--- config.mk ---
export PLATFORM = sky130hd
export DESIGN_NAME = pulse_width_command_sender
export DESIGN_NICKNAME = d
export VERILOG_FILES = /design/src/sv/pwcs_pkg.sv /design/src/sv/pwcs_cfg_regs.sv /design/src/sv/pulse_width_command_sender.sv
export VERILOG_INCLUDE_DIRS = /design/src /design/src/sv
export SDC_FILE = /design/constraint.sdc
export NUM_CORES = 1
export LEC_CHECK = 0
export ABC_AREA = 1
export BUFFER_PORTS_ARGS = -buffer_cell sky130_fd_sc_hd__buf_2
export CORE_UTILIZATION = 55
export CTS_BUF_LIST = sky130_fd_sc_hd__clkbuf_8
export DETAILED_ROUTE_END_ITERATION = 12
export HOLD_SLACK_MARGIN = 0.15
export PLACE_DENSITY = 0.83
export SLEW_MARGIN = 20
export SYNTH_ARGS = -nofsm -noshare
export SYNTH_HDL_FRONTEND = slang
export SYNTH_HIERARCHICAL = 1
export SYNTH_SLANG_ARGS = --single-unit
export TNS_END_PERCENT = 20
--- constraint.sdc ---
create_clock -name aclk -period 8.1 [get_ports aclk]
set_clock_uncertainty 0.15 [all_clocks]
set_input_delay 0.405 -clock aclk [delete_from_list [all_inputs] [get_ports aclk]]
set_output_delay 0.405 -clock aclk [all_outputs]
set_load 0.05 [all_outputs]
--- src/sv/pulse_width_command_sender_defines.svh ---
// Assertion macros shared by the pulse width command sender RTL.
`ifndef PULSE_WIDTH_COMMAND_SENDER_DEFINES_SVH
`define PULSE_WIDTH_COMMAND_SENDER_DEFINES_SVH

// Checks that a condition implies a consequence in the same cycle.
`define PWCS_ASSERT_SAME(lbl, clk, rstn, ante, cons, msg) \
    lbl: assert property (@(posedge clk) disable iff (!(rstn)) (ante) |-> (cons)) \
        else $error(msg);

// Checks that a condition implies a consequence in the next cycle.
`define PWCS_ASSERT_NEXT(lbl, clk, rstn, ante, cons, msg) \
    lbl: assert property (@(posedge clk) disable iff (!(rstn)) (ante) |=> (cons)) \
        else $error(msg);

`endif

--- src/sv/pwcs_pkg.sv ---
// Package with the types and constants of the pulse width command sender.
`default_nettype none
package pwcs_pkg;

    // Width of one timing register and of the configuration address.
    localparam int CFG_BITS  = 20;
    localparam int ADDR_BITS = 4;

    // Register indexes on the configuration port.
    localparam logic [1:0] REG_START_LOW = 2'd0;
    localparam logic [1:0] REG_SHORT     = 2'd1;
    localparam logic [1:0] REG_LONG      = 2'd2;
    localparam logic [1:0] REG_STOP_HIGH = 2'd3;

    // Reset values of the timing registers.
    localparam logic [CFG_BITS-1:0] RST_START_LOW = 20'd5000;
    localparam logic [CFG_BITS-1:0] RST_SHORT     = 20'd700;
    localparam logic [CFG_BITS-1:0] RST_LONG      = 20'd2100;
    localparam logic [CFG_BITS-1:0] RST_STOP_HIGH = 20'd50000;

    // Frame phase codes.
    localparam logic [2:0] PH_IDLE     = 3'd0;
    localparam logic [2:0] PH_START    = 3'd1;
    localparam logic [2:0] PH_BIT_HIGH = 3'd2;
    localparam logic [2:0] PH_BIT_LOW  = 3'd3;
    localparam logic [2:0] PH_STOP     = 3'd4;

    // Timing settings handed from the register block to the sender.
    typedef struct packed {
        logic [CFG_BITS-1:0] start_low_ticks;
        logic [CFG_BITS-1:0] short_ticks;
        logic [CFG_BITS-1:0] long_ticks;
        logic [CFG_BITS-1:0] stop_high_ticks;
    } cfg_t;

endpackage
`default_nettype wire

--- src/sv/pwcs_cfg_regs.sv ---
// APB register block that holds the four timing settings.
`default_nettype none
module pwcs_cfg_regs (
    input  wire logic                          aclk,
    input  wire logic                          aresetn,
    input  wire logic                          psel,
    input  wire logic                          penable,
    input  wire logic                          pwrite,
    input  wire logic [pwcs_pkg::ADDR_BITS-1:0] paddr,
    input  wire logic [31:0]                   pwdata,
    output logic      [31:0]                   prdata,
    output logic                               pready,
    output pwcs_pkg::cfg_t                     cfg
);

    pwcs_pkg::cfg_t cfg_reg;
    logic           wr_en;

    assign pready = 1'b1;
    assign wr_en  = psel && penable && pwrite && pready;
    assign cfg    = cfg_reg;

    // Register writes in the access cycle.
    always_ff @(posedge aclk) begin
        if (!aresetn) begin
            cfg_reg.start_low_ticks <= pwcs_pkg::RST_START_LOW;
            cfg_reg.short_ticks     <= pwcs_pkg::RST_SHORT;
            cfg_reg.long_ticks      <= pwcs_pkg::RST_LONG;
            cfg_reg.stop_high_ticks <= pwcs_pkg::RST_STOP_HIGH;
        end else if (wr_en) begin
            case (paddr[3:2])
                pwcs_pkg::REG_START_LOW: begin
                    cfg_reg.start_low_ticks <= pwdata[pwcs_pkg::CFG_BITS-1:0];
                end
                pwcs_pkg::REG_SHORT: begin
                    cfg_reg.short_ticks <= pwdata[pwcs_pkg::CFG_BITS-1:0];
                end
                pwcs_pkg::REG_LONG: begin
                    cfg_reg.long_ticks <= pwdata[pwcs_pkg::CFG_BITS-1:0];
                end
                pwcs_pkg::REG_STOP_HIGH: begin
                    cfg_reg.stop_high_ticks <= pwdata[pwcs_pkg::CFG_BITS-1:0];
                end
                default: begin
                end
            endcase
        end
    end

    // Read data mux.
    always_comb begin
        case (paddr[3:2])
            pwcs_pkg::REG_START_LOW: prdata = 32'(cfg_reg.start_low_ticks);
            pwcs_pkg::REG_SHORT:     prdata = 32'(cfg_reg.short_ticks);
            pwcs_pkg::REG_LONG:      prdata = 32'(cfg_reg.long_ticks);
            pwcs_pkg::REG_STOP_HIGH: prdata = 32'(cfg_reg.stop_high_ticks);
            default:                 prdata = '0;
        endcase
    end

endmodule
`default_nettype wire

--- src/sv/pulse_width_command_sender.sv ---
// A result word is registered in the output register when its tick word is accepted.
// Throughput: one tick word per cycle; the output register lets a new word in
// whenever it is empty or its word is taken in the same cycle.
// Each phase lasts its register's tick count (zero counts as one), counted by one TIMER_BITS down counter.
// Reset (aresetn low, synchronous) idles the line high, clears the frame state
// and the output valid, and loads the timing registers with their defaults.
`default_nettype none
`include "pulse_width_command_sender_defines.svh"
module pulse_width_command_sender #(
    parameter int TIMER_BITS = 20
) (
    input  wire logic                           aclk,
    input  wire logic                           aresetn,
    // Input tick words
    input  wire logic                           s_tvalid,
    output logic                                s_tready,
    input  wire logic [7:0]                     s_tdata,  // [7:0] command_byte
    input  wire logic                           s_tuser,  // [0] send_request
    // Result words
    output logic                                m_tvalid,
    input  wire logic                           m_tready,
    output logic      [7:0]                     m_tdata,  // [0] line_level, [1] busy_res,
                                                           // [2] request_ignored, rest zero
    output logic                                m_tlast,  // frame_done
    // Configuration port
    input  wire logic                           psel,
    input  wire logic                           penable,
    input  wire logic                           pwrite,
    input  wire logic [pwcs_pkg::ADDR_BITS-1:0] paddr,
    input  wire logic [31:0]                    pwdata,
    output logic      [31:0]                    prdata,
    output logic                                pready
);

    localparam logic [TIMER_BITS-1:0] TICK_ONE = TIMER_BITS'(1);

    pwcs_pkg::cfg_t cfg;

    // Frame state
    logic [2:0]            phase_reg, phase_next;
    logic [2:0]            pos_reg, pos_next;
    logic [7:0]            shift_reg, shift_next;
    logic [TIMER_BITS-1:0] ticks_reg, ticks_next;

    // Working copy of the state after a possible frame start
    logic [2:0]            cur_phase;
    logic [2:0]            cur_pos;
    logic [7:0]            cur_shift;
    logic [TIMER_BITS-1:0] cur_ticks;

    // Result of this tick
    logic level, busy, done, ignored;

    // Output register
    logic       out_valid_reg;
    logic [2:0] out_data_reg;
    logic       out_last_reg;

    logic in_acc;

    pwcs_cfg_regs u_cfg_regs (
        .aclk    (aclk),
        .aresetn (aresetn),
        .psel    (psel),
        .penable (penable),
        .pwrite  (pwrite),
        .paddr   (paddr),
        .pwdata  (pwdata),
        .prdata  (prdata),
        .pready  (pready),
        .cfg     (cfg)
    );

    // Phase length as loaded into the counter; zero counts as one tick.
    function automatic logic [TIMER_BITS-1:0] timer_load(
        input logic [pwcs_pkg::CFG_BITS-1:0] v
    );
        logic [TIMER_BITS-1:0] r;
        r = TIMER_BITS'(v);
        return (r == '0) ? TICK_ONE : r;
    endfunction

    assign s_tready = !out_valid_reg || m_tready;
    assign in_acc   = s_tvalid && s_tready;

    // Frame start and phase sequencing for one tick.
    always_comb begin
        ignored = s_tuser && (phase_reg != pwcs_pkg::PH_IDLE);
        if (phase_reg == pwcs_pkg::PH_IDLE && s_tuser) begin
            cur_phase = pwcs_pkg::PH_START;
            cur_ticks = timer_load(cfg.start_low_ticks);
            cur_shift = s_tdata;
            cur_pos   = '0;
        end else begin
            cur_phase = phase_reg;
            cur_ticks = ticks_reg;
            cur_shift = shift_reg;
            cur_pos   = pos_reg;
        end

        phase_next = cur_phase;
        ticks_next = cur_ticks;
        shift_next = cur_shift;
        pos_next   = cur_pos;
        level      = 1'b1;
        busy       = 1'b0;
        done       = 1'b0;

        if (cur_phase != pwcs_pkg::PH_IDLE) begin
            busy  = 1'b1;
            level = !(cur_phase == pwcs_pkg::PH_START || cur_phase == pwcs_pkg::PH_BIT_LOW);
            if (cur_ticks > TICK_ONE) begin
                ticks_next = cur_ticks - TICK_ONE;
            end else begin
                case (cur_phase)
                    pwcs_pkg::PH_START: begin
                        phase_next = pwcs_pkg::PH_BIT_HIGH;
                        ticks_next = timer_load(cur_shift[0] ? cfg.long_ticks
                                                             : cfg.short_ticks);
                    end
                    pwcs_pkg::PH_BIT_HIGH: begin
                        phase_next = pwcs_pkg::PH_BIT_LOW;
                        ticks_next = timer_load(cur_shift[0] ? cfg.short_ticks
                                                             : cfg.long_ticks);
                    end
                    pwcs_pkg::PH_BIT_LOW: begin
                        if (cur_pos == 3'd7) begin
                            phase_next = pwcs_pkg::PH_STOP;
                            ticks_next = timer_load(cfg.stop_high_ticks);
                        end else begin
                            // Next bit comes from the byte shifted by one.
                            pos_next   = cur_pos + 3'd1;
                            shift_next = {1'b0, cur_shift[7:1]};
                            phase_next = pwcs_pkg::PH_BIT_HIGH;
                            ticks_next = timer_load(cur_shift[1] ? cfg.long_ticks
                                                                 : cfg.short_ticks);
                        end
                    end
                    pwcs_pkg::PH_STOP: begin
                        done       = 1'b1;
                        phase_next = pwcs_pkg::PH_IDLE;
                        ticks_next = '0;
                    end
                    default: begin
                        phase_next = pwcs_pkg::PH_IDLE;
                        ticks_next = '0;
                    end
                endcase
            end
        end
    end

    // State advances once per accepted tick word.
    always_ff @(posedge aclk) begin
        if (!aresetn) begin
            phase_reg <= pwcs_pkg::PH_IDLE;
            pos_reg   <= '0;
            shift_reg <= '0;
            ticks_reg <= '0;
        end else if (in_acc) begin
            phase_reg <= phase_next;
            pos_reg   <= pos_next;
            shift_reg <= shift_next;
            ticks_reg <= ticks_next;
        end
    end

    // Output register valid flag.
    always_ff @(posedge aclk) begin
        if (!aresetn) begin
            out_valid_reg <= 1'b0;
        end else if (in_acc) begin
            out_valid_reg <= 1'b1;
        end else if (m_tready) begin
            out_valid_reg <= 1'b0;
        end
    end

    // Output register payload.
    always_ff @(posedge aclk) begin
        if (in_acc) begin
            out_data_reg <= {ignored, busy, level};
            out_last_reg <= done;
        end
    end

    assign m_tvalid = out_valid_reg;
    assign m_tdata  = {5'b0, out_data_reg};
    assign m_tlast  = out_last_reg;

    // The counter is empty exactly when no frame is running.
    `PWCS_ASSERT_SAME(a_idle_timer_zero, aclk, aresetn,
        phase_reg == pwcs_pkg::PH_IDLE, ticks_reg == '0,
        "timer not empty while idle")
    `PWCS_ASSERT_SAME(a_busy_timer_set, aclk, aresetn,
        phase_reg != pwcs_pkg::PH_IDLE, ticks_reg != '0,
        "timer empty during a frame")
    // A finished frame always reports busy on its last tick and returns to idle.
    `PWCS_ASSERT_SAME(a_done_busy, aclk, aresetn,
        m_tvalid && m_tlast, m_tdata[1] && phase_reg == pwcs_pkg::PH_IDLE,
        "frame done without busy or idle return")
    // An accepted word always leaves a result word behind.
    `PWCS_ASSERT_NEXT(a_acc_result, aclk, aresetn,
        in_acc, m_tvalid,
        "accepted tick word produced no result word")

endmodule
`default_nettype wire

## Word-level counts from Yosys, hierarchy flattened

Cells that the tools add are included.

| word-level totals | value |
|---|---|
| register bits | 119 |
| input port bits | 52 |
| output and inout port bits | 44 |
| logic and storage cells | 81 |

| cells by class | value |
|---|---|
| add/subtract/negate cells | 2 |
| magnitude comparators | 1 |
| equality and inequality tests | 8 |
| muxes and demuxes | 33 |
| bitwise logic cells | 1 |
| reductions and logical operators | 24 |

Operator list:

| cell | number |
|---|---|
| 20-bit two-way mux | 12 |
| 32-bit one-hot mux with 4 select lines | 1 |
| 20-bit zero test | 5 |
| 20-bit one-hot mux with 3 select lines | 1 |
| 8-bit two-way mux | 5 |
| 3-bit two-way mux | 9 |
| 20-bit by 1-bit greater-than comparator with 1-bit output, second input constant | 1 |
| 20-bit by 1-bit subtractor with 20-bit output, second input constant | 1 |
| 3-bit one-hot mux with 3 select lines | 1 |
| 2-bit AND reduction | 4 |
| 3-bit by 2-bit equality test with 1-bit output, second input constant | 2 |
| 3-bit equality test, second input constant | 2 |
| 3-bit nonzero test | 2 |
| 1-bit logical AND | 5 |
| 2-bit equality test, second input constant | 2 |
| 1-bit two-way mux | 4 |
| 3-bit by 1-bit adder with 3-bit output, second input constant | 1 |
| 3-bit by 1-bit equality test with 1-bit output, second input constant | 1 |
| 3-bit zero test | 1 |
| 2-bit by 1-bit equality test with 1-bit output, second input constant | 1 |
| 1-bit zero test | 2 |
| 2-bit zero test | 1 |
| 1-bit logical OR | 2 |
| 2-bit nonzero test | 1 |
| 2 further kinds | 2 |

## Depth between registers and ports, before layout

Gate-level depths: netlist of the first run.

| logic depth | value |
|---|---|
| depth after elaboration | 10 |
| gate-level depth with buffers | 23 |
| gate-level depth less buffers | 21 |

## Cells and area by module

The synthesis of the first run kept the hierarchy.

Modules (own cells, without submodules):

| module | times used | cells each | area each (um^2) | sequential area each (um^2) |
|---|---|---|---|---|
| pulse_width_command_sender | 1 | 875 | 4708.3 | 820.8 |
| pwcs_cfg_regs | 1 | 571 | 3718.6 | 1601.5 |

## Worst setup path before layout of the first run

No wires, ideal clock.

| path | value |
|---|---|
| path type | input to register |
| from | input port s_tuser |
| to | register shift_reg[6] |
| library setup time | 0.113 ns |
| data arrival time | 2.848 ns |
| required time | 7.837 ns |
| slack | 4.988 ns |
| cell stages on the path | 22 |
| path buffers | 4 |
| cells stage by stage | clkbuf_1 nand3_4 buf_6 buf_6 buf_2 nor2_1 nand2_1 nand2_1 ha_1 inv_1 nor2_1 nand2_1 nor2_2 nand2_1 nor2_2 nand2_1 nand2_1 nand4_4 nand2_1 o21ai_0 o21ai_1 inv_1 |

| on the way | value |
|---|---|
| word-level cells in the longest chain between the ends | 7 |
| elaborated cells between the ends (all ways) | 13 |
| classes of those cells | order compare (1); eq/ne (2); mux (8); reduce/logical (2) |

Ends and longest elaborated chain:

| item | line | source |
|---|---|---|
| start, declared | pulse_width_command_sender.sv:18 | `input wire logic s_tuser,` |
| 1-bit logical AND (*) | pulse_width_command_sender.sv:89 | `if (phase_reg == pwcs_pkg::PH_IDLE && s_tuser) begin` |
| parallel branches: the longest is 5 deep, another holds 20-bit by 1-bit greater-than comparator with 1-bit output | - |  |
| 8-bit two-way mux (*) | pulse_width_command_sender.sv:109 | `if (cur_phase != pwcs_pkg::PH_IDLE) begin` |
| end signal, assigned | pulse_width_command_sender.sv:163 | `shift_reg <= shift_next;` |
| end, declared | pulse_width_command_sender.sv:42 | `logic [7:0] shift_reg, shift_next;` |

Mark *: on every way between the ends.
A chain may end at the register's enable or synchronous reset.

## Worst setup path in the final report of the first run

| path | value |
|---|---|
| from | register phase_reg[1] |
| to | register ticks_reg[19] |

| on the way | value |
|---|---|
| word-level cells in the longest chain between the ends | 10 |
| elaborated cells between the ends (all ways) | 26 |
| classes of those cells | add/sub (1); order compare (1); eq/ne (4); mux (14); reduce/logical (6) |

Ends and longest elaborated chain:

| item | line | source |
|---|---|---|
| start, declared | pulse_width_command_sender.sv:40 | `logic [2:0] phase_reg, phase_next;` |
| start signal, assigned | pulse_width_command_sender.sv:156 | `phase_reg <= pwcs_pkg::PH_IDLE;` |
| start signal, assigned | pulse_width_command_sender.sv:161 | `phase_reg <= phase_next;` |
| 3-bit zero test | pulse_width_command_sender.sv:89 |  |
| 1-bit logical AND | pulse_width_command_sender.sv:89 |  |
| 8-bit two-way mux | pulse_width_command_sender.sv:89 |  |
| 20-bit two-way mux | pulse_width_command_sender.sv:135 | `ticks_next = timer_load(cur_shift[1] ? cfg.long_ticks` |
| 20-bit zero test | pulse_width_command_sender.sv:80 | `return (r == '0) ? TICK_ONE : r;` |
| 20-bit two-way mux | pulse_width_command_sender.sv:80 |  |
| 20-bit two-way mux | pulse_width_command_sender.sv:127 | `if (cur_pos == 3'd7) begin` |
| 20-bit one-hot mux with 3 select lines | pulse_width_command_sender.sv:115 | `case (cur_phase)` |
| 20-bit two-way mux | pulse_width_command_sender.sv:112 | `if (cur_ticks > TICK_ONE) begin` |
| 20-bit two-way mux (*) | pulse_width_command_sender.sv:109 |  |
| end signal, assigned | pulse_width_command_sender.sv:164 | `ticks_reg <= ticks_next;` |
| end, declared | pulse_width_command_sender.sv:43 | `logic [TIMER_BITS-1:0] ticks_reg, ticks_next;` |

Mark *: on every way between the ends. The rest lies on a longest branch, timed or not.

==> impl_metrics.json, run 1 <==
{
  "hold-path-cell-count": 5,
  "largest_register_ffs": 80,
  "grt_overflow_total": 0,
  "setup_viol": 0,
  "setup-tns-final_ns": 0,
  "rows": 44,
  "end_kind": "flip-flop",
  "synth_area_mm2": 0.00843,
  "worst_slack_ns": 3.49,
  "clkTransAtPathRegs_ns": 0.07,
  "hold_viol": 0,
  "final_common_cell": "nand2_1",
  "design_area_mm2": 0.00915,
  "synth_cells": 1446,
  "route.detailed.drc": 0,
  "port_buffers": 63,
  "fin_nets": 1532,
  "crit_type": "flip-flop to flip-flop",
  "maxSlewHeadroom_pct": 23.5,
  "synth-edff-count": 4,
  "fmaxAchievable_ghz": 0.217,
  "clk_path_buf_depth": 2,
  "syn_area_per_cell_um2": 5.83,
  "leakagePower_nw": 4.33,
  "drive_gt1_share_pct": 10.4,
  "grt_max_degree": 82,
  "cts_resized": 0,
  "hp-class": "primary input to flip-flop",
  "io_pins": 96,
  "min_period_ns": 4.61,
  "routed_wl_um": 26800,
  "critPathMaxFanout": 48,
  "yosys_warnings": 6,
  "antennaDiodeCount": 0,
  "critPathLaunch": "phase_reg[1]",
  "outcome": "complete, no violations",
  "insertion_delay_ns": 0.47,
  "arrival_ns": 4.85,
  "ys_seq_area_share_pct": 28.7,
  "synthFlopType": "dfxtp_1",
  "worstReg2RegStart": "phase_reg[1]",
  "power_density_mw_per_mm2": 176,
  "final.period_utilization_pct": 57.0,
  "placed_cell_area_mm2": 0.00860,
  "finish.utilization_pct": 62.0,
  "syn_to_final_growth_pct": 8.60,
  "synthTopCellsByArea": "dfxtp_1 27%, nand2_1 25%, nor2_1 9.1%",
  "antenna_found_initial": 0,
  "rsz0062_at_grt": "no",
  "grtUsageTotal_pct": 34.4,
  "fp.dieH_um": 126,
  "h-tree-depth": 4,
  "ys_async_sr_fraction_pct": 0,
  "grt_pass1_vias": 8574,
  "pre_cts_ws_ns": 3.68,
  "die-area_mm2": 0.0158,
  "die_x_um": 126,
  "cp.required_ns": 8.33,
  "maxSlewViolCount": 0,
  "clock-root-buffer": "clkbuf_8",
  "coreArea_mm2": 0.0148,
  "yosys_register_bits": 119,
  "grt_pass1_wl_um": 43200,
  "cts_tree": "built",
  "dp_hpwl_um": 18600,
  "synth_top_area_share_pct": 27.3,
  "dr.pass1.iters": 6,
  "initial_core_util_pct": 57.1,
  "maxCapViolCount": 0,
  "clkSinkCount": 119,
  "gp_congestion": 1.07,
  "wire_per_inst_um": 16.0,
  "drt_iter0_drc": 1346,
  "vdd_ir_drop_max_mv": 0.187,
  "worstHoldStart": "pwdata[13]",
  "yosysUniqueCellTypes": 46,
  "layout_common_cells": "569 x nand2_1, 204 x nor2_1, 139 x nand3_1, 115 x dfxtp_1, 90 x inv_1",
  "rr_worst_depth": 16,
  "synth_largest_area_cell": "dfxtp_1",
  "worstSetupStartpointType": "flip-flop",
  "ant_nets": 0,
  "cts_made_buffers": 17,
  "tightest_slew_ns": 1.14,
  "vias": 9688,
  "viasPerCell": 5.79
}
## what timing repair did
action / CTS / global route
setup buffers: 0 / 0
hold buffers: 13 / 0
hold endpoints to repair: 22 / 0
## synthesized netlist by cell type (2+ instances only)
cell / count
nand2_1: 569
nor2_1: 205
nand3_1: 139
dfxtp_1: 115
inv_1: 89
a21oi_1: 38
nand4_1: 36
buf_2: 33
o21ai_0: 27
buf_4: 24
clkbuf_1: 21
o21ai_1: 19
o211ai_1: 12
nor2_2: 10
inv_2: 9
nor4_1: 9
nand2_2: 8
o311ai_0: 8
buf_6: 7
o21ai_2: 7
xor2_1: 6
buf_1: 5
mux2i_1: 5
nor2_4: 5
nor3_1: 5
edfxtp_1: 4
nand2_4: 4
conb_1: 3
ha_1: 3
xnor2_1: 3
clkinv_1: 2
nand3b_1: 2
## layer usage
layer / GRT usage (%) / share of wire (%) / wire length (µm)
met1: 45.1 / 40 / 10700
met5: 0 / 0 / 0
met4: 16.2 / 4.0 / 1070
met2: 52.9 / 44 / 11800
met3: 8.67 / 12 / 3230
## final timing paths
check / to / slack (ns)
worst max-delay path: ticks_reg[19] / 3.49
worst max register to register: ticks_reg[19] / 3.49
worst min-delay path: u_cfg_regs/cfg[33] / 0.16
worst min register to register: ticks_reg[14] / 0.32
## logic make-up (layout without fill, tap and decap cells)
logic type,after synthesis,count (layout),synth area share (%)
other,3,18,0.134
flip-flops,119,119,28.7
XOR/XNOR,9,9,0.935
buffers and inverters,190,219,10.6
multiplexers,5,5,0.594
AND/OR/NAND/NOR,998,998,50.1
adder cells (fa/ha/maj),3,3,0.445
AO/OA/AOI/OAI,119,119,8.42
## power breakdown
| part | internal, W | total (W) | leakage (nW) | switching [W] |
|---|---|---|---|---|
| sequential | 0.000611 | 0.000631 | 0.974 | 0.0000205 |
| combinational | 0.000110 | 0.000396 | 3.14 | 0.000286 |
| clock | 0.000327 | 0.000582 | 0.217 | 0.000254 |
## per-stage QoR
stage,hold WS [ns],total power [W],cells
after floorplan,0.291,0.000946,1461
after global placement,0.302,0.00102,1629
after detailed placement,0.308,0.00102,1629
after CTS,0.158,0.00160,1674
after global routing,0.181,0.00168,1674
final,0.164,0.00161,1674
## worst max-delay path: stages (launching register included)
cell,delay (ns)
dfxtp_1,0.37
nor2_4,0.23
nand3_4,0.56
nand2_1,0.27
inv_1,0.06
ha_1,0.22
nand2_1,0.07
inv_1,0.05
nand2_1,0.47
inv_2,0.22
nor2_1,0.92
inv_1,0.23
o22ai_1,0.22
o21ai_0,0.13
nand3_1,0.12
nand3_1,0.09
a21oi_1,0.15
## area by class of cell
cell class | count | area (µm²)
Multi-Input combinational cell | 1152 | 5170
Sequential cell | 119 | 2420
Timing Repair Buffer | 87 | 528
Clock buffer | 20 | 275
Tap cell | 184 | 230
Clock inverter | 12 | 149
Inverter | 100 | 375
Fill cell | 1403 | 5600
Power figures use the tool's default switching activity.
==> run 2: changes to the inputs <==
Settings changed: PLACE_DENSITY 0.83 to 0.86.
Clock period 8.1 ns to 3.87 ns, I/O delays scaled along.
==> run 2 against run 1 <==
- non-clock buffer count increased by 34
- highest routed layer unchanged
- global-route usage increased by 2.1 points
- critical endpoint is now shift_reg[5]
- maximum frequency increased by 24%
- core utilization increased by 2.2 points
- wire length increased by 8.4%
- sequential power increased by 110%
- sequential cell count unchanged
==> impl_metrics.json, run 2 (synthesized netlist as in run 1, its figures left out) <==
{
  "maxSlewHeadroom_pct": 28.5,
  "fmaxAchievable_ghz": 0.268,
  "crit_type": "flip-flop to flip-flop",
  "crit_buf_inv": 5,
  "hp-class": "primary input to flip-flop",
  "arrival_ns": 3.97,
  "ant_nets": 0,
  "drive_gt1_share_pct": 11.4,
  "grt_pass1_wl_um": 45600,
  "multi_input_area_mm2": 0.00519,
  "end_kind": "flip-flop",
  "clock-root-buffer": "clkbuf_8",
  "gp_congestion": 0.979,
  "clk_path_buf_depth": 2,
  "drt_iter0_drc": 1439,
  "vias": 9930,
  "routed_wl_um": 29100,
  "port_buffers": 63,
  "wire_per_inst_um": 17.0,
  "cts_tree": "built",
  "rows": 44,
  "route.detailed.drc": 0,
  "crit_path_cell_trace": "nor2_4 -> nand3_4 -> nand2_1 -> inv_1 -> ha_1 -> nand2_1 -> inv_1 -> nand2_1 -> inv_2 -> nor2_1 -> buf_4 -> nand4_4 -> a21oi_1 -> o21ai_1 -> dlygate4sd3_1 -> a21oi_1",
  "outcome": "complete, no violations",
  "hold-path-cell-count": 4,
  "nFillCells": 1362,
  "dp_hpwl_um": 19400,
  "worstReg2RegStart": "phase_reg[2]",
  "cts_made_buffers": 17,
  "hold_viol": 0,
  "rsz0062_at_grt": "no",
  "grtUsageTotal_pct": 36.5,
  "regArea_mm2": 0.00242,
  "antenna_found_initial": 0,
  "die_x_um": 126,
  "critPathMaxFanout": 12,
  "grt_overflow_total": 0,
  "worstSetupStartpointType": "flip-flop",
  "clkTransAtPathRegs_ns": 0.07,
  "worst_r2r_endpoint": "shift_reg[5]",
  "viasPerCell": 5.81,
  "dr.pass1.iters": 6,
  "crit_path_max_incr_delay_ns": 0.56,
  "min_to": "m_tvalid",
  "grt_pass1_vias": 9092,
  "setup-tns-final_ns": 0,
  "rr_worst_depth": 16,
  "crit_cells": 16,
  "worst-r2r-setup-slack_ns": 0.14,
  "worstHoldStart": "s_tvalid",
  "total_power_w": 0.00337,
  "cpMaxStageDelayCell": "dlygate4sd3_1",
  "coreArea_mm2": 0.0148,
  "setup_viol": 0,
  "h-tree-depth": 4,
  "initial_core_util_pct": 57.1,
  "die-area_mm2": 0.0158,
  "layout_common_cells": "569 x nand2_1, 203 x nor2_1, 139 x nand3_1, 113 x dfxtp_1, 89 x inv_1",
  "min_period_ns": 3.73,
  "fp.dieH_um": 126,
  "tightest_slew_ns": 1.07,
  "maxSlewViolCount": 0,
  "final.period_utilization_pct": 96.3,
  "fin_nets": 1568,
  "cp_top_family": "simple AND/OR/NAND/NOR gates",
  "maxCapViolCount": 0,
  "syn_to_final_growth_pct": 12.4,
  "hold_ws_ns": 0.163,
  "vdd_ir_drop_max_mv": 0.318,
  "clkSinkCount": 119,
  "largest_register_ffs": 80,
  "insertion_delay_ns": 0.47,
  "power_density_mw_per_mm2": 356,
  "leakagePower_nw": 4.48,
  "grt_max_degree": 65,
  "io_pins": 96,
  "crit_top_cell": "nand2_1",
  "antennaDiodeCount": 0,
  "final_common_cell": "nand2_1",
  "cp.required_ns": 4.12
}
==> run 2: cell types whose count changed in the layout (fill, tap and decap cells not counted), moves of 2 or more <==
cell,before,now
dfxtp_2,0,2
dfxtp_1,115,113
inv_6,0,3
nand3_2,0,2
clkinv_4,2,4
dlygate4sd3_1,13,34
buf_4,11,24
==> run 2: power by group <==
part	total, W	switching (W)	internal [W]	leakage, nW
registers	0.00132	0.0000429	0.00128	0.975
logic	0.000866	0.000614	0.000252	3.29
clock network	0.00118	0.000569	0.000613	0.207
==> run 2: how the worst max path moves through the flow <==
| stage | startpoint | to |
|---|---|---|
| 2_1_floorplan | phase_reg[1] | shift_reg[6] |
| 3_3_place_gp | phase_reg[1] | ticks_reg[16] |
| 3_5_place_dp | phase_reg[1] | ticks_reg[16] |
| 4_1_cts | phase_reg[1] | shift_reg[5] |
| 5_1_grt | phase_reg[2] | shift_reg[5] |
| 6_report | phase_reg[2] | shift_reg[5] |
==> run 2: layer usage <==
layer | wire, µm | global-route usage, % | vias to the layer above | share of wire, %
li1 | - | - | 4723 | -
met1 | 11400 | 46.5 | 4400 | 39
met2 | 12700 | 56.4 | 688 | 44
met3 | 3510 | 8.96 | 119 | 12
met4 | 1500 | 20.7 | 0 | 5.2
met5 | 0 | 0 | - | 0
==> run 2: per-stage QoR <==
step                      instance area [µm²]  setup WS, ns  util, %  std cells
after floorplan                          8480         0.879        -       1461
after global placement                   8660         0.662     58.7       1638
after detailed placement                 8660         0.581     58.7       1638
after CTS                                9410        0.0543     63.8       1704
after global routing                     9470        0.0122     64.2       1710
final                                    9470         0.142     64.2       1710
==> run 2: area by class of cell <==
type / instances / area share (%)
clock buffers: 19 / 2.76
multi-input cells: 1154 / 54.8
well taps: 184 / 2.43
repair buffers: 121 / 8.83
flip-flops and latches: 119 / 25.6
clock inverters: 13 / 1.53
inverters: 100 / 3.99
==> run 2: worst min-delay path: cells and delay by family <==
family / cells / cell delay, ns
buf+inv: 2 / 0.34
compound gates: 1 / 0.16
simple gates: 1 / 0.04
==> run 2: repair_timing <==
| item | 4_1_cts | 5_1_grt |
|---|---|---|
| hold endpoints to repair | 89 | 0 |
| hold buffers | 34 | 0 |
| endpoints found under the setup margin | 0 | 3 |
| resized for setup | 0 | 4 |
| buffers inserted | 0 | 4 |
